--- config.mk ---
export PLATFORM = sky130hd
export DESIGN_NAME = wav_chunk_parser_flat
export DESIGN_NICKNAME = d
export VERILOG_FILES = /design/src/wcp_pkg.sv /design/src/wcp_if.sv /design/src/wcp_result_queue.sv /design/src/wav_chunk_parser.sv /design/src/flat_wrapper.sv
export SDC_FILE = /design/constraint.sdc
export NUM_CORES = 1
export LEC_CHECK = 0
export BUFFER_PORTS_ARGS = -buffer_cell sky130_fd_sc_hd__buf_4
export CORE_ASPECT_RATIO = 1.1
export CORE_UTILIZATION = 55
export CTS_CLUSTER_SIZE = 12
export DETAILED_ROUTE_END_ITERATION = 8
export GPL_TIMING_DRIVEN = 0
export PLACE_DENSITY = 0.72
export SETUP_SLACK_MARGIN = 0.02
export SLEW_MARGIN = 20
export SYNTH_ARGS = -nofsm -noshare
export SYNTH_HDL_FRONTEND = slang
export SYNTH_HIERARCHICAL = 1
export SYNTH_SLANG_ARGS = --single-unit
--- constraint.sdc ---
create_clock -name clk -period 11.13 [get_ports clk]
set_input_delay 2.226 -clock clk [delete_from_list [all_inputs] [get_ports clk]]
set_output_delay 2.226 -clock clk [all_outputs]
set_load 0.005 [all_outputs]
--- src/wcp_pkg.sv ---
// types and constants of the wav chunk parser
package wcp_pkg;

	typedef enum logic [2:0] {
		PH_RIFF  = 3'd0,
		PH_HDR   = 3'd1,
		PH_BODY  = 3'd2,
		PH_DATA  = 3'd3,
		PH_DONE  = 3'd4,
		PH_EMPTY = 3'd5
	} phase_t;

	localparam logic [1:0] KIND_DATA   = 2'd0;
	localparam logic [1:0] KIND_FORMAT = 2'd1;
	localparam logic [1:0] KIND_END    = 2'd2;

	localparam logic [1:0] STATUS_OK        = 2'd0;
	localparam logic [1:0] STATUS_TRUNCATED = 2'd1;
	localparam logic [1:0] STATUS_NO_DATA   = 2'd2;

	localparam logic [31:0] TAG_FMT  = 32'h666D7420;
	localparam logic [31:0] TAG_DATA = 32'h64617461;
	localparam logic [3:0]  RIFF_LEN = 4'd12;
	localparam logic [3:0]  HDR_LEN  = 4'd8;
	localparam logic [15:0] BITS_16  = 16'd16;

	localparam int QUEUE_DEPTH = 4;
	localparam int PTR_W       = $clog2(QUEUE_DEPTH);
	localparam int CNT_W       = $clog2(QUEUE_DEPTH + 1);

	typedef struct packed {
		logic [1:0]  kind;
		logic [7:0]  data_byte;
		logic [31:0] rate_hz;
		logic [15:0] channel_count;
		logic        sixteen_bit;
		logic [1:0]  status;
		logic        last;
	} result_t;

	typedef struct packed {
		logic [1:0]       count;
		result_t [1:0]    items;
	} push_t;

endpackage

--- src/wcp_if.sv ---
// request channels of the wav chunk parser
interface wcp_in_if;
	logic       valid;
	logic       ready;
	logic [7:0] in_byte;
	logic       end_of_file;

	modport source (output valid, output in_byte, output end_of_file, input ready);
	modport sink (input valid, input in_byte, input end_of_file, output ready);
endinterface

interface wcp_out_if;
	logic        valid;
	logic        ready;
	logic [1:0]  kind;
	logic [7:0]  data_byte;
	logic [31:0] rate_hz;
	logic [15:0] channel_count;
	logic        sixteen_bit;
	logic [1:0]  status;
	logic        last;

	modport source (output valid, output kind, output data_byte, output rate_hz,
		output channel_count, output sixteen_bit, output status, output last, input ready);
	modport sink (input valid, input kind, input data_byte, input rate_hz,
		input channel_count, input sixteen_bit, input status, input last, output ready);
endinterface

--- src/wcp_result_queue.sv ---
// small result queue taking up to two results a cycle and giving one
module wcp_result_queue (
	input  logic             clk,
	input  logic             arst_n,
	input  wcp_pkg::push_t   push,
	output logic             room,
	output logic             head_valid,
	output wcp_pkg::result_t head,
	input  logic             head_ready
);

	wcp_pkg::result_t mem_q [wcp_pkg::QUEUE_DEPTH];
	logic [wcp_pkg::PTR_W-1:0] wr_q;
	logic [wcp_pkg::PTR_W-1:0] rd_q;
	logic [wcp_pkg::CNT_W-1:0] cnt_q;
	logic                      pop;

	assign pop        = head_valid && head_ready;
	assign head_valid = cnt_q != '0;
	assign head       = mem_q[rd_q];
	assign room       = cnt_q <= wcp_pkg::CNT_W'(wcp_pkg::QUEUE_DEPTH - 2);

	always_ff @(posedge clk) begin
		if (push.count != 2'd0) begin
			mem_q[wr_q] <= push.items[0];
		end
		if (push.count == 2'd2) begin
			mem_q[wcp_pkg::PTR_W'(wr_q + 1'b1)] <= push.items[1];
		end
	end

	always_ff @(posedge clk or negedge arst_n) begin
		if (!arst_n) begin
			wr_q  <= '0;
			rd_q  <= '0;
			cnt_q <= '0;
		end else begin
			wr_q  <= wr_q + wcp_pkg::PTR_W'(push.count);
			rd_q  <= rd_q + wcp_pkg::PTR_W'(pop);
			cnt_q <= cnt_q + wcp_pkg::CNT_W'(push.count) - wcp_pkg::CNT_W'(pop);
		end
	end

endmodule

--- src/wav_chunk_parser.sv ---
// wav chunk parser: walks a riff/wav byte stream and emits format records and data bytes
//
// stream carries one byte of the file per request, end_of_file set on the final byte.
// result carries one result per request: a data chunk byte (kind 0), a format record
// from each fmt chunk (kind 1) or an end report (kind 2) with status ok (empty data
// chunk), truncated or no data chunk; last marks the final result of a file.
// the first 12 bytes are skipped unchecked, then chunks are walked by their headers;
// after the last data byte the rest of the file is ignored.
// throughput: one byte per cycle while stream.ready is high; each byte is parsed in the
// cycle it is accepted and its zero, one or two results land in a four-entry
// result queue, whose head is shown on result in order.
// stream.ready is high while the queue has room for two more results, so it only
// drops once the receiver has stalled with three or more results waiting; a stalled
// result holds its payload until taken.
// reset puts the parser at the start of the riff header with an empty queue; the
// parser also returns there after every end_of_file byte, ready for the next file.
module wav_chunk_parser (
	input  logic       clk,
	input  logic       arst_n,
	wcp_in_if.sink     stream,
	wcp_out_if.source  result
);

	// parser state
	wcp_pkg::phase_t phase_q, phase_d, phase_step;
	logic [3:0]  bc_q, bc_d;           // byte index inside riff header or chunk header
	logic [31:0] tag_q, tag_d;
	logic [31:0] len_q, len_d;
	logic [32:0] rem_q, rem_d;         // body bytes left, pad byte included outside data chunks
	logic [31:0] fmt_left_q, fmt_left_d; // real fmt body bytes left, pad excluded
	logic [4:0]  off_q, off_d;         // body offset, saturates past the last field
	logic [31:0] rate_q, rate_d;
	logic [15:0] chan_q, chan_d;
	logic [15:0] bits_q, bits_d;

	logic        accept;
	logic        eof;
	logic [7:0]  b;
	logic        hdr_done;

	wcp_pkg::push_t   push;
	wcp_pkg::result_t head;
	logic             room;

	assign accept = stream.valid && stream.ready;
	assign eof    = stream.end_of_file;
	assign b      = stream.in_byte;
	assign stream.ready = room;
	assign hdr_done = accept && (phase_q == wcp_pkg::PH_HDR) && (bc_q == wcp_pkg::HDR_LEN - 4'd1);

	// next state
	always_comb begin
		phase_step = phase_q;
		bc_d       = bc_q;
		tag_d      = tag_q;
		len_d      = len_q;
		rem_d      = rem_q;
		fmt_left_d = fmt_left_q;
		off_d      = off_q;
		rate_d     = rate_q;
		chan_d     = chan_q;
		bits_d     = bits_q;
		if (accept) begin
			case (phase_q)
				wcp_pkg::PH_HDR: begin
					if (bc_q < 4'd4) begin
						tag_d = {tag_q[23:0], b};
						if (bc_q == 4'd0) begin
							len_d = '0;
						end
					end else begin
						len_d[8*bc_q[1:0] +: 8] = b;
					end
					bc_d = bc_q + 4'd1;
					if (bc_q == wcp_pkg::HDR_LEN - 4'd1) begin
						bc_d = '0;
						if (tag_q == wcp_pkg::TAG_DATA) begin
							if (len_d == '0) begin
								phase_step = wcp_pkg::PH_EMPTY;
							end else begin
								rem_d      = {1'b0, len_d};
								phase_step = wcp_pkg::PH_DATA;
							end
						end else begin
							// odd body is followed by one pad byte
							rem_d      = {1'b0, len_d} + {32'd0, len_d[0]};
							fmt_left_d = len_d;
							off_d      = '0;
							if (tag_q == wcp_pkg::TAG_FMT) begin
								rate_d = '0;
								chan_d = '0;
								bits_d = '0;
							end
							phase_step = (len_d != '0) ? wcp_pkg::PH_BODY : wcp_pkg::PH_HDR;
						end
					end
				end
				wcp_pkg::PH_BODY: begin
					if (tag_q == wcp_pkg::TAG_FMT && fmt_left_q != '0) begin
						case (off_q)
							5'd2: chan_d[7:0]  = b;
							5'd3: chan_d[15:8] = b;
							5'd4, 5'd5, 5'd6, 5'd7: rate_d[8*off_q[1:0] +: 8] = b;
							5'd14: bits_d[7:0]  = b;
							5'd15: bits_d[15:8] = b;
							default: ;
						endcase
						fmt_left_d = fmt_left_q - 32'd1;
					end
					if (off_q != 5'd16) begin
						off_d = off_q + 5'd1;
					end
					rem_d = rem_q - 33'd1;
					if (rem_q == 33'd1) begin
						phase_step = wcp_pkg::PH_HDR;
					end
				end
				wcp_pkg::PH_DATA: begin
					rem_d = rem_q - 33'd1;
					if (rem_q == 33'd1) begin
						phase_step = wcp_pkg::PH_DONE;
					end
				end
				wcp_pkg::PH_DONE, wcp_pkg::PH_EMPTY: ;
				default: begin
					// riff header skip, unused codes behave the same
					bc_d = bc_q + 4'd1;
					if (bc_q >= wcp_pkg::RIFF_LEN - 4'd1) begin
						bc_d       = '0;
						phase_step = wcp_pkg::PH_HDR;
					end
				end
			endcase
		end
		phase_d = phase_step;
		if (accept && eof) begin
			phase_d = wcp_pkg::PH_RIFF;
			bc_d    = '0;
		end
	end

	// results of the accepted byte, in order: step result, partial format, end report
	always_comb begin
		wcp_pkg::result_t step_r;
		wcp_pkg::result_t fmt_r;
		wcp_pkg::result_t end_r;
		logic             step_v;
		logic             efmt_v;
		logic             end_v;
		logic [1:0]       n;

		fmt_r               = '0;
		fmt_r.kind          = wcp_pkg::KIND_FORMAT;
		fmt_r.rate_hz       = rate_d;
		fmt_r.channel_count = chan_d;
		fmt_r.sixteen_bit   = bits_d == wcp_pkg::BITS_16;

		step_r = fmt_r;
		step_v = 1'b0;
		if (hdr_done && tag_q == wcp_pkg::TAG_FMT && len_d == '0) begin
			// empty fmt body: record right after the header
			step_v = 1'b1;
		end
		if (accept && phase_q == wcp_pkg::PH_BODY && tag_q == wcp_pkg::TAG_FMT &&
				fmt_left_q == 32'd1) begin
			step_v = 1'b1;
		end
		if (accept && phase_q == wcp_pkg::PH_DATA) begin
			step_v           = 1'b1;
			step_r           = '0;
			step_r.kind      = wcp_pkg::KIND_DATA;
			step_r.data_byte = b;
			step_r.last      = rem_q == 33'd1;
		end

		efmt_v = accept && eof && phase_step == wcp_pkg::PH_BODY &&
			tag_q == wcp_pkg::TAG_FMT && fmt_left_d != '0;

		end_r      = '0;
		end_r.kind = wcp_pkg::KIND_END;
		end_r.last = 1'b1;
		end_v      = accept && eof && phase_step != wcp_pkg::PH_DONE;
		case (phase_step)
			wcp_pkg::PH_DATA:  end_r.status = wcp_pkg::STATUS_TRUNCATED;
			wcp_pkg::PH_EMPTY: end_r.status = wcp_pkg::STATUS_OK;
			default:           end_r.status = wcp_pkg::STATUS_NO_DATA;
		endcase

		push = '0;
		n    = 2'd0;
		if (step_v) begin
			push.items[0] = step_r;
			n             = 2'd1;
		end
		if (efmt_v) begin
			push.items[n[0]] = fmt_r;
			n                = n + 2'd1;
		end
		if (end_v) begin
			push.items[n[0]] = end_r;
			n                = n + 2'd1;
		end
		push.count = n;
	end

	always_ff @(posedge clk or negedge arst_n) begin
		if (!arst_n) begin
			phase_q <= wcp_pkg::PH_RIFF;
			bc_q    <= '0;
		end else begin
			phase_q <= phase_d;
			bc_q    <= bc_d;
		end
	end

	// datapath registers, every read is preceded by a write in the parse order
	always_ff @(posedge clk) begin
		tag_q      <= tag_d;
		len_q      <= len_d;
		rem_q      <= rem_d;
		fmt_left_q <= fmt_left_d;
		off_q      <= off_d;
		rate_q     <= rate_d;
		chan_q     <= chan_d;
		bits_q     <= bits_d;
	end

	wcp_result_queue u_queue (
		.clk        (clk),
		.arst_n     (arst_n),
		.push       (push),
		.room       (room),
		.head_valid (result.valid),
		.head       (head),
		.head_ready (result.ready)
	);

	assign result.kind          = head.kind;
	assign result.data_byte     = head.data_byte;
	assign result.rate_hz       = head.rate_hz;
	assign result.channel_count = head.channel_count;
	assign result.sixteen_bit   = head.sixteen_bit;
	assign result.status        = head.status;
	assign result.last          = head.last;

endmodule

--- src/flat_wrapper.sv ---
// flat-port wrapper written by rule: the top's interface ports become plain ports
module wav_chunk_parser_flat 
  (clk, arst_n, stream_valid, stream_in_byte, stream_end_of_file, stream_ready, result_valid, result_kind, result_data_byte, result_rate_hz, result_channel_count, result_sixteen_bit, result_status, result_last, result_ready);
  wcp_in_if stream_i ();
  wcp_out_if result_i ();
  input  logic clk;
  input  logic arst_n;
  input wire logic [$bits(stream_i.valid)-1:0] stream_valid;
  input wire logic [$bits(stream_i.in_byte)-1:0] stream_in_byte;
  input wire logic [$bits(stream_i.end_of_file)-1:0] stream_end_of_file;
  output wire logic [$bits(stream_i.ready)-1:0] stream_ready;
  output wire logic [$bits(result_i.valid)-1:0] result_valid;
  output wire logic [$bits(result_i.kind)-1:0] result_kind;
  output wire logic [$bits(result_i.data_byte)-1:0] result_data_byte;
  output wire logic [$bits(result_i.rate_hz)-1:0] result_rate_hz;
  output wire logic [$bits(result_i.channel_count)-1:0] result_channel_count;
  output wire logic [$bits(result_i.sixteen_bit)-1:0] result_sixteen_bit;
  output wire logic [$bits(result_i.status)-1:0] result_status;
  output wire logic [$bits(result_i.last)-1:0] result_last;
  input wire logic [$bits(result_i.ready)-1:0] result_ready;
  assign stream_i.valid = stream_valid;
  assign stream_i.in_byte = stream_in_byte;
  assign stream_i.end_of_file = stream_end_of_file;
  assign stream_ready = stream_i.ready;
  assign result_valid = result_i.valid;
  assign result_kind = result_i.kind;
  assign result_data_byte = result_i.data_byte;
  assign result_rate_hz = result_i.rate_hz;
  assign result_channel_count = result_i.channel_count;
  assign result_sixteen_bit = result_i.sixteen_bit;
  assign result_status = result_i.status;
  assign result_last = result_i.last;
  assign result_i.ready = result_ready;
  wav_chunk_parser u_core (.clk(clk), .arst_n(arst_n), .stream(stream_i), .result(result_i));
endmodule
# [Yosys cells after proc, flatten, opt, wreduce, memory -nomap -nowiden]
# Memory sizes are Yosys's and may differ from the RTL's.
# Cells that the tools add are included.
[totals] regBits=212 ramBits=248 input_bits=13 out_inout_bits=64 elab_cells=186 memories=1
[memory_table] memory="u_core.u_queue.mem_q" words=4 width=62 read_ports=1 rd_ports_with_merged_regs=0 write_ports=2 line="wcp_result_queue.sv:12" text="wcp_pkg::result_t mem_q [wcp_pkg::QUEUE_DEPTH];"
[classes] n_addsub=14 order_cmp=7 n_eq_ne=30 shifts=4 muxes=80 reduce_logical=37
[ops] op="two-way mux 32 bit" count=16
[ops] op="bitwise mux 124 bit" count=2
[ops] op="two-way mux 124 bit" count=2
[ops] op="two-way mux 16 bit" count=10
[ops] op="case mux 32 bit (2 select lines)" count=2
[ops] op="demux 62 bit (select 1 bit)" count=2
[ops] op="two-way mux 62 bit" count=2
[ops] op="two-way mux 61 bit" count=2
[ops] op="two-way mux 33 bit" count=3
[ops] op="nonzero test 32 bit" count=3
[ops] op="negation 5 -> 34 bit" count=2
[ops] op="variable shift 8 x 34 -> 32 bit, first input constant" count=2
[ops] op="variable part select 8 x 34 -> 32 bit" count=2
[ops] op="case mux 33 bit (2 select lines)" count=1
[ops] op="bitwise mux 32 bit" count=2
[ops] op="equality test 32 x 31 -> 1 bit, second input constant" count=2
[ops] op="logical NOT 32 bit" count=2
[ops] op="case mux 16 bit (2 select lines)" count=2
[ops] op="adder 32 x 1 -> 33 bit" count=1
[ops] op="equality test 33 x 1 -> 1 bit, second input constant" count=1
[ops] op="subtractor 33 x 1 -> 33 bit, second input constant" count=1
[ops] op="equality test 32 x 1 -> 1 bit, second input constant" count=1
[ops] op="two-way mux 8 bit" count=4
[ops] op="subtractor 32 x 1 -> 32 bit, second input constant" count=1
[ops] op="45 further kinds" count=104

# [Depth between registers and ports, before layout]
# Gate-level depths: netlist of the first run.
[depth] word_depth=23 ltp_mapped=28 depth_no_buf=24

# [Cells and area by module]
# Netlist of the first run, hierarchy kept.
[by_module_without_submodules] module="wav_chunk_parser" instances=1 cells_per_inst=1464 area_each_um2=12396.9 seq_area_each_um2=4839.6
[by_module_without_submodules] module="wcp_result_queue" instances=1 cells_per_inst=641 area_each_um2=12349.3 seq_area_each_um2=7622.3

# [Worst setup path before layout of the first run]
# OpenSTA, ideal clock, no wires.
[synth_path] kind="input-to-reg" start="input port stream_valid" end="memory u_core/u_queue/mem_q[0][0] (netlist bit), enable pin" setup_time_ps=568 arrival_time_ps=10513 required_time_ps=10562 slack_ps=50 stages=19 n_path_buf=3 path_cell_list="nand2_1 clkbuf_1 a2111oi_0 o31ai_1 a221oi_1 o311ai_0 or4_1 nor4b_1 nand4_1 o31ai_2 buf_6 buf_6 inv_1 ha_1 inv_1 ha_1 inv_1 o21bai_1 o21ai_0"
[synth_lines] element="start, declared" line="flat_wrapper.sv:8" text="input wire logic [$bits(stream_i.valid)-1:0] stream_valid;"
[synth_lines] element="end, declared" line="wcp_result_queue.sv:12"

==> results of run 1 <==
cell usage after synthesis, drive strengths merged (10+ instances only):
cell / number
and3: 13
dfrtp: 14
clkbuf: 83
nand2b: 14
a32o: 34
nor2: 113
o2bb2ai: 13
or3: 19
nand3: 66
a31oi: 15
or4: 17
ha: 27
o221ai: 10
xor2: 27
mux4: 62
a22o: 23
nand2: 185
a22oi: 16
dfxtp: 128
xnor2: 41
buf: 52
nand4: 22
a21oi: 108
and2: 24
o211ai: 15
nor3b: 56
o21ai: 74
nor4: 32
mux2: 248
edfxtp: 318
inv: 33
nor3: 46
power groups by stage:
stage               sequential [mW]  clock, mW  combinational, mW
finish                         2.01       1.60               1.41
global route                   2.02       1.68               1.49
CTS                            2.01       1.62               1.40
detailed placement             2.04          0               1.40
global placement               2.06          0               1.34
floorplan                      2.03          0              0.800
worst paths after layout:
| path | from | endpoint | slack [ns] |
|---|---|---|---|
| setup / recovery | stream_in_byte[1] | u_core/u_queue/mem_q[2][33]$_DFFE_PP_ | 1.76 |
| hold / removal | u_core/tag_q[22]$_DFFE_PP_ | u_core/tag_q[30]$_DFFE_PP_ | 0.45 |
| setup reg to reg | u_core/u_queue/cnt_q[0]$_DFF_PN0_ | u_core/u_queue/mem_q[2][33]$_DFFE_PP_ | 2.22 |
| hold reg to reg | u_core/tag_q[22]$_DFFE_PP_ | u_core/tag_q[30]$_DFFE_PP_ | 0.45 |
| max in group asynchronous | arst_n | u_core/bc_q[1]$_DFFE_PN0P_ | 9.44 |
| min in group asynchronous | arst_n | u_core/phase_q[0]$_DFF_PN0_ | 1.48 |
registers in the layout (all words and copies together), names as in the netlist:
signal	count
u_core/bits_q	16
u_core/phase_q	3
u_core/rem_q	33
u_core/u_queue/cnt_q	3
u_core/u_queue/rd_q	2
u_core/fmt_left_q	32
u_core/len_q	32
u_core/rate_q	32
u_core/tag_q	32
u_core/u_queue/mem_q	248
u_core/off_q	5
u_core/bc_q	4
u_core/u_queue/wr_q	2
u_core/chan_q	16
cell type report:
cell class | instances | area [sq um]
inverters | 33 | 124
repair buffers | 92 | 918
plain buffers | 135 | 692
clock inverters | 13 | 141
fillers | 3482 | 16200
well taps | 581 | 727
multi-input cells | 1508 | 11700
flip-flops and latches | 460 | 12500
clock buffers | 77 | 1410
kinds of logic (layout without fill, tap and decap cells):
| logic type | Yosys count | in the layout | synth area share (%) |
|---|---|---|---|
| AO/OA/AOI/OAI | 398 | 398 | 11.1 |
| XOR/XNOR | 68 | 68 | 2.41 |
| adder cells (fa/ha/maj) | 28 | 28 | 1.45 |
| buffers and inverters | 168 | 350 | 3.30 |
| flip-flops | 460 | 460 | 50.4 |
| multiplexers | 314 | 314 | 17.1 |
| other | 1 | 32 | 0.0152 |
| AND/OR/NAND/NOR | 668 | 668 | 14.3 |
worst max-delay path, stage by stage:
cell       delay [ns]
buf_4            0.15
clkbuf_1         0.50
a22oi_1          0.83
ha_1             0.33
o2111ai_1        0.14
a2111oi_0        0.56
nand3_1          0.15
or4_1            0.65
a22oi_1          0.57
nor4_1           0.19
o31ai_2          0.17
buf_6            0.26
buf_6            0.17
inv_1            0.05
ha_1             0.35
inv_1            0.06
ha_1             0.27
inv_1            0.18
nor4bb_1         0.35
buf_2            0.41
buf_4            0.29
o21bai_4         0.30
buf_12           0.27
buf_16           0.18
per-layer routing:
layer	routed length, microns	global-route usage, %
met1	28900	40.7
met2	38000	57.2
met3	5240	5.19
met4	4480	18.7
met5	0	0
stage by stage:
stage / setup WS [ns] / cell area (sq um)
floorplan: 0.0498 / 24900
global placement: -5.91 / 26200
detailed placement: 1.33 / 26600
CTS: 1.92 / 28100
global route: 1.65 / 28100
finish: 1.76 / 28100
==> impl_metrics.yaml, run 1 <==
clock_network:
  cts-root-buf: "clkbuf_16"
  cts-buffers-inserted: 49
  clk_latency_ns: 0.60
  ctsHtreeMaxLevel: 2
  cts_tree: "done"
  cts.clk_slew.worst_paths_ns: 0.06
  clockBufferDepth: 3
  post_cts_resized: 0
  clkSinkCount: 460
  cts_setup_buffers: 0
  ctsHoldBuffers: 0
setup_path:
  r2r_cells: 24
  critPathKind: "input pin to register"
  crit_path_end_kind: "register"
  arrival_ns: 9.67
  crit_fanout: 19
  required_ns: 11.43
  cp-start-kind: "input pin"
sta:
  finalHoldViolations: 0
  slew_violations: 0
  skew_ns: 0.0273
  finalSetupViolCount: 0
  grt_setup_unrepaired: "false"
  tns_ns: 0
  slew_headroom_pct: 13.2
  period_share_pct: 84.1
  fin_crit_ns: 9.37
  tightest_slew_ns: 1.30
  max_freq_mhz: 107
  fin_hold_ws_ns: 0.449
yosys:
  synth_area_sq_mm: 0.0247
  synth_edf_count: 318
  synth_cell_types: 85
  ys_ff_latch: 460
  ys_seq_area_share_pct: 50.4
  synth_top_cells_by_area: "edfxtp_1, mux2_2, dfxtp_1"
  synth_area_per_cell_sq_um: 11.8
  ys.flop_type: "edfxtp_1"
  synth_top_cell_area_share_pct: 38.6
  netlist_instances: 2105
  async_flop_share_pct: 3.04
  ys_warn_count: 6
  synth_top_cell_by_area: "edfxtp_1"
finish:
  final_cells: 2899
  diodes: 0
  post-route-util_pct: 63.4
  syn_to_final_growth_pct: 13.7
  layout_commonest_cell: "edfxtp_1"
  layout_common_cells: "edfxtp_1, mux2_2, nand2_1"
  nets: 2320
  drive_above_1_share_pct: 24.1
worst_hold_path:
  whs_path_depth: 0
  hold_class: "register to register"
status:
  run_status: "complete, no violations"
floorplanning:
  die_area_sq_mm: 0.0458
  fp.dieH_microns: 224
  core_sq_mm: 0.0444
  fp-row-count: 81
  start_util_pct: 55.7
  io_pins: 77
  die_width_microns: 204
power_and_ir_drop:
  power_mw: 5.02
  p_switching_mw: 1.57
  p_leak_nw: 9.73
  p_clk_share_pct: 31.9
  p_int_mw: 3.45
  swShare_pct: 31.2
  vdd_drop_max_mv: 0.142
  pwr_density_cell_mw_per_mm2: 178
  pwr-share-comb_pct: 28.0
  sequentialPowerShare_pct: 40.1
place:
  dp_cells: 2809
  hpwl_microns: 55100
  port_buffers: 76
  place.gp.congestion: 0.988
run:
  maxCapViolations: 0
grt:
  grt_pass1_vias: 19200
  grt_pass1_wl_microns: 115000
  overflow: 0
  antenna_found_initial: 2
  track_usage_pct: 33.6
  grt_max_degree: 29
drt:
  wire_per_inst_microns: 26.4
  dr.pass1.iters: 6
  vias_per_cell: 6.57
  ant_nets: 0
  drt_first_iter_violations: 1530
  vias: 19100
  route.detailed.drc: 0
  totalWireLength_microns: 76600
No activity file was read; power rests on OpenSTA's default activity.
==> run 2, diff against run 1 <==
==> constraint.sdc (replaced) <==
create_clock -name clk -period 9 [get_ports clk]
set_input_delay 1.8 -clock clk [delete_from_list [all_inputs] [get_ports clk]]
set_output_delay 1.8 -clock clk [all_outputs]
set_load 0.005 [all_outputs]
==> run 2 against run 1 <==
Effect of this change: cell area rose by 0.47%; via count shrank 0.25%; sequential power is 24% higher; largest power group unchanged.
==> impl_metrics.yaml, run 2 (same netlist as run 1, synthesis figures left out) <==
power_and_ir_drop:
  sequentialPowerShare_pct: 39.1
  vdd_drop_max_mv: 0.184
  swShare_pct: 31.3
  p_clk_share_pct: 33.2
  p_switching_mw: 1.99
  pwr_density_cell_mw_per_mm2: 225
  p_int_mw: 4.37
  pwr-share-comb_pct: 27.7
  p_leak_nw: 9.79
drt:
  ant_nets: 0
  drt_first_iter_violations: 1887
  route.detailed.drc: 0
  wire_per_inst_microns: 27.2
  dr.pass1.iters: 6
  totalWireLength_microns: 79000
  vias: 19000
  vias_per_cell: 6.55
grt:
  grt_pass1_wl_microns: 118000
  grt_pass1_vias: 19000
  grt_max_degree: 32
  track_usage_pct: 34.5
  antenna_found_initial: 0
  overflow: 0
setup_path:
  path_buf_inv: 7
  cp-startpoint: "stream_valid"
  cp_slowest_cell: "a2111oi_2"
  r2r_slack_ns: 0.44
  r2r_cells: 21
  timing.rr.end: "u_core/u_queue/mem_q[3][43]$_DFFE_PP_"
  reg2reg_from: "u_core/u_queue/cnt_q[0]$_DFF_PN0_"
  max_stage_delay_ns: 0.63
  crit_fanout: 10
  path_cells: "buf_4 > nand2_1 > clkbuf_1 > a2111oi_2 > o31ai_1 > a221oi_1 > o311ai_0 > or4_1 > nor4b_1 > nand4_1 > o31ai_2 > buf_6 > buf_6 > inv_1 > ha_1 > nand2_1 > o21ai_1 > clkbuf_1 > clkbuf_1 > nor3b_1 > mux2_2"
  cp-start-kind: "input pin"
  path_depth: 21
  arrival_ns: 9.02
  crit_family: "compound AO/OA/AOI/OAI gates"
  crit_path_end_kind: "register"
  critPathKind: "input pin to register"
  required_ns: 9.34
  cp_common_cell: "clkbuf_1"
  crit_path_end: "u_core/u_queue/mem_q[3][43]$_DFFE_PP_"
sta:
  period_share_pct: 96.4
  fin_hold_ws_ns: 0.446
  slew_violations: 0
  max_freq_mhz: 115
  finalHoldViolations: 0
  tightest_slew_ns: 1.24
  grt_setup_unrepaired: "false"
  finalSetupViolCount: 0
  fin_crit_ns: 8.67
  skew_ns: 0.0226
  slew_headroom_pct: 17.0
status:
  run_status: "complete, no violations"
clock_network:
  clockBufferDepth: 3
  ctsHtreeMaxLevel: 2
  clkSinkCount: 460
  cts-buffers-inserted: 50
  cts_tree: "done"
  post_cts_resized: 0
  cts-root-buf: "clkbuf_16"
  cts.clk_slew.worst_paths_ns: 0.06
  ctsHoldBuffers: 0
  clk_latency_ns: 0.61
  cts_setup_buffers: 0
floorplanning:
  die_area_sq_mm: 0.0458
  fp-row-count: 81
  start_util_pct: 55.7
  die_width_microns: 204
  fp.dieH_microns: 224
  core_sq_mm: 0.0444
  io_pins: 77
finish:
  regArea_sq_mm: 0.0125
  multi_input_area_sq_mm: 0.0117
  top_register: "u_core/u_queue/mem_q"
  largest_reg_flops: 248
  nets: 2321
  drive_above_1_share_pct: 24.3
  diodes: 0
  final_cells: 2902
  syn_to_final_growth_pct: 14.3
  layout_commonest_cell: "edfxtp_1"
  nFillCells: 3493
  reg_top3: "u_core/u_queue/mem_q: 248 flops, u_core/rem_q: 33 flops"
  layout_common_cells: "edfxtp_1, mux2_2, nand2_1"
run:
  maxCapViolations: 0
worst_hold_path:
  hold_class: "register to register"
place:
  place.gp.congestion: 0.990
  hpwl_microns: 56400
  dp_cells: 2809
  port_buffers: 76
## run 2: changes by cell type in the layout (fill, tap and decap cells not counted), sizes merged
cell and change:
bufinv +3, clkbuf -3, inv +3
## run 2: layer usage
metal / track usage, % / vias to the layer above / share of wire [%]
li1: - / 8479 / -
met1: 43.0 / 9470 / 39
met2: 57.4 / 850 / 49
met3: 5.35 / 205 / 7.2
met4: 18.8 / 0 / 5.4
met5: 0 / - / 0
## run 2: metrics by stage
| step | instance area (sq um) | total power [mW] | TNS (ns) | utilization [%] | setup WS (ns) |
|---|---|---|---|---|---|
| floorplan | 24900 | 3.50 | 0 | - | 0.198 |
| finish | 28300 | 6.36 | 0 | 63.7 | 0.327 |
| detailed placement | 26600 | 4.27 | -48.89 | 59.9 | -0.406 |
| CTS | 28300 | 6.38 | 0 | 63.7 | 0.138 |
| global placement | 26200 | 4.22 | -1053.46 | 58.9 | -4.72 |
| global route | 28300 | 6.58 | 0 | 63.7 | 0.0836 |
## run 2: how the worst min path moves through the flow
stage,end,startpoint,slack (ns),depth (start not counted)
after floorplan,u_core/bits_q[5]$_DFF_P_,u_core/bits_q[5]$_DFF_P_,0.42,2
after global placement,u_core/bits_q[5]$_DFF_P_,u_core/bits_q[5]$_DFF_P_,0.43,2
after detailed placement,u_core/tag_q[22]$_DFFE_PP_,u_core/tag_q[14]$_DFFE_PP_,0.43,0
after CTS,u_core/tag_q[22]$_DFFE_PP_,u_core/tag_q[14]$_DFFE_PP_,0.45,0
after global routing,u_core/tag_q[13]$_DFFE_PP_,u_core/tag_q[5]$_DFFE_PP_,0.47,0
final,u_core/tag_q[30]$_DFFE_PP_,u_core/tag_q[22]$_DFFE_PP_,0.45,0
## run 2: final cells by class
cell class,instances,share of cell area [%]
Buffer,135,2.45
Sequential cell,460,44.1
Clock buffer,74,5.03
Tap cell,581,2.57
Clock inverter,19,0.858
Timing Repair Buffer,92,3.30
Inverter,33,0.438
Multi-Input combinational cell,1508,41.3
## run 2: power groups by stage
stage	sequential, mW	combinational [mW]	clock, mW
after global placement	2.54	1.69	0
after global routing	2.50	1.86	2.22
final	2.49	1.76	2.11
after floorplan	2.51	0.991	0
after CTS	2.48	1.75	2.14
after detailed placement	2.53	1.74	0
==> run 3, diff against run 2 <==
--- a/config.mk
+++ b/config.mk
@@ -7,11 +7,12 @@
 export LEC_CHECK = 0
 export BUFFER_PORTS_ARGS = -buffer_cell sky130_fd_sc_hd__buf_4
 export CORE_ASPECT_RATIO = 1.1
-export CORE_UTILIZATION = 55
+export CORE_UTILIZATION = 60
+export CTS_BUF_LIST = sky130_fd_sc_hd__clkbuf_4
 export CTS_CLUSTER_SIZE = 12
 export DETAILED_ROUTE_END_ITERATION = 8
 export GPL_TIMING_DRIVEN = 0
-export PLACE_DENSITY = 0.72
+export PLACE_DENSITY = 0.77
 export SETUP_SLACK_MARGIN = 0.02
 export SLEW_MARGIN = 20
 export SYNTH_ARGS = -nofsm -noshare
==> run 3 against run 2 <==
Effect of this change: global-route usage up 3.3 points; sequential power about the same; sequential cell count unchanged.
==> impl_metrics.yaml, run 3 (same netlist as run 1, synthesis figures left out) <==
clock_network:
  ctsHoldBuffers: 0
  ctsHtreeMaxLevel: 3
  clockBufferDepth: 3
  cts_setup_buffers: 0
  post_cts_resized: 0
  clk_latency_ns: 0.92
  cts_tree: "done"
  cts-buffers-inserted: 118
  cts-root-buf: "clkbuf_4"
  clkSinkCount: 460
  cts.clk_slew.worst_paths_ns: 0.06
grt:
  grtUsageMet2_pct: 62.6
  grt_max_degree: 32
  gr-max-usage-layer: "met2"
  overflow: 0
  track_usage_pct: 37.7
  grt_pass1_vias: 19900
  grt_pass1_wl_microns: 119000
  grt_util_met1_pct: 45.5
  antenna_found_initial: 2
  grt.met3_usage_pct: 6.84
sta:
  slew_headroom_pct: 21.0
  grt_setup_unrepaired: "false"
  period_share_pct: 94.4
  skew_ns: 0.0947
  finalSetupViolCount: 0
  fin_crit_ns: 8.50
  max_freq_mhz: 118
  finalHoldViolations: 0
  tightest_slew_ns: 1.18
  slew_violations: 0
power_and_ir_drop:
  power_mw: 6.10
  vdd_drop_max_mv: 0.172
  sequentialPowerShare_pct: 40.8
  pwr-share-comb_pct: 29.3
  swShare_pct: 33.3
  p_leak_nw: 9.90
  pwr_density_cell_mw_per_mm2: 217
  p_int_mw: 4.07
  p_clk_share_pct: 30.0
  p_switching_mw: 2.03
floorplanning:
  io_pins: 77
  start_util_pct: 61.2
  die_width_microns: 196
  fp-row-count: 77
  die_area_sq_mm: 0.0421
  fp.dieH_microns: 215
  core_sq_mm: 0.0405
drt:
  ant_nets: 0
  dr.pass1.iters: 6
  wire_per_inst_microns: 26.4
  vias: 19700
  vias_per_cell: 6.65
  drt_first_iter_violations: 1870
  route.detailed.drc: 0
  totalWireLength_microns: 78200
setup_path:
  cp-start-kind: "register"
  critPathKind: "register to register"
  max_stage_delay_ns: 0.69
  crit_path_end_kind: "register"
  arrival_ns: 9.13
  required_ns: 9.63
  crit_fanout: 10
  path_cells: "inv_1 > ha_1 > nor3b_1 > a21oi_1 > clkbuf_1 > a22oi_2 > ha_1 > o2111ai_1 > a2111oi_0 > nand3_1 > or4_1 > a22oi_1 > nor4_1 > o31ai_2 > buf_6 > buf_6 > inv_1 > ha_1 > nand2_1 > o21ai_1 > clkbuf_1 > clkbuf_1 > nor3b_1 > mux2_2"
  cp_slowest_cell: "or4_1"
worst_hold_path:
  hold_class: "register to register"
place:
  hpwl_microns: 56000
  port_buffers: 76
  place.gp.congestion: 1.01
  placed_area_sq_mm: 0.0266
finish:
  final_area_sq_mm: 0.0281
  multi_input_area_sq_mm: 0.0117
  layout_commonest_cell: "edfxtp_1"
  regArea_sq_mm: 0.0125
  reg_top3: "u_core/u_queue/mem_q: 248 flops, u_core/rem_q: 33 flops"
  syn_to_final_growth_pct: 13.6
  top_register: "u_core/u_queue/mem_q"
  largest_reg_flops: 248
  nets: 2390
  layout_common_cells: "edfxtp_1, mux2_2, nand2_1"
  nFillCells: 2892
  drive_above_1_share_pct: 27.6
status:
  run_status: "complete, no violations"
run:
  maxCapViolations: 0
run 3: cell count changes in the layout (fill, tap and decap cells not counted), moves of 2 or more:
cell / delta
buf_16: +3
bufinv_16: -3
diode_2: +2
inv_6: -3
buf_12: -2
clkinv_1: +27
clkbuf_16: -50
clkbuf_4: +173
clkbuf_8: -8
clkbuf_1: -16
run 3: metal layers:
metal	vias to the layer above	part of all wire [%]
met4	0	6.4
met5	-	0
met1	9692	38
met2	1007	48
met3	273	7.6
li1	8714	-
run 3: through the flow:
stage / setup TNS [ns] / utilization [%] / std cells / hold slack (ns) / setup WS, ns
after floorplan: 0 / - / 2136 / 0.416 / 0.198
final: 0 / 69.4 / 2959 / 0.445 / 0.502
after CTS: 0 / 69.4 / 2957 / 0.448 / 0.393
after global routing: 0 / 69.4 / 2959 / 0.468 / 0.0918
after global placement: -833.59 / 64.5 / 2725 / 0.424 / -4.21
after detailed placement: -44.39 / 65.6 / 2742 / 0.430 / -0.324
run 3: final cells by class:
type                       count  area share [%]
antenna                        2          0.0178
multi-input combinational   1508            41.5
tap                          513            2.28
clock buffer                 173            4.62
sequential                   460            44.3
buffer                       135            2.46
inverter                      33           0.441
clock inverter                42           0.815
timing repair buffer          93            3.47
run 3: worst paths after layout:
path / start / to / slack [ns] / cells past startpoint
worst max-delay path: u_core/bc_q[0]$_DFFE_PN0P_ / u_core/u_queue/mem_q[0][44]$_DFFE_PP_ / 0.50 / 24
worst min-delay path: u_core/tag_q[14]$_DFFE_PP_ / u_core/tag_q[22]$_DFFE_PP_ / 0.45 / 0
worst max register to register: u_core/bc_q[0]$_DFFE_PN0P_ / u_core/u_queue/mem_q[0][44]$_DFFE_PP_ / 0.50 / 24
worst min register to register: u_core/tag_q[14]$_DFFE_PP_ / u_core/tag_q[22]$_DFFE_PP_ / 0.45 / 0
max in group asynchronous: arst_n / u_core/phase_q[0]$_DFF_PN0_ / 8.02 / 1
min in group asynchronous: arst_n / u_core/u_queue/cnt_q[0]$_DFF_PN0_ / 0.74 / 1
run 3: power groups by stage:
stage | Combinational [mW] | Sequential [mW] | Clock, mW
4_1_cts | 1.77 | 2.48 | 1.86
6_report | 1.79 | 2.49 | 1.83
2_1_floorplan | 0.991 | 2.51 | 0
3_3_place_gp | 1.70 | 2.53 | 0
5_1_grt | 1.88 | 2.50 | 1.96
3_5_place_dp | 1.76 | 2.53 | 0
run 3: critical path, delay by kind of cell (launching register included):
family	cells	cell delay [ns]
AO/OA/AOI/OAI	7	2.78
adder cells (fa/ha/maj)	3	0.89
buffers and inverters	7	2.01
flip-flops	1	0.49
multiplexers	1	0.31
AND/OR/NAND/NOR	6	1.76
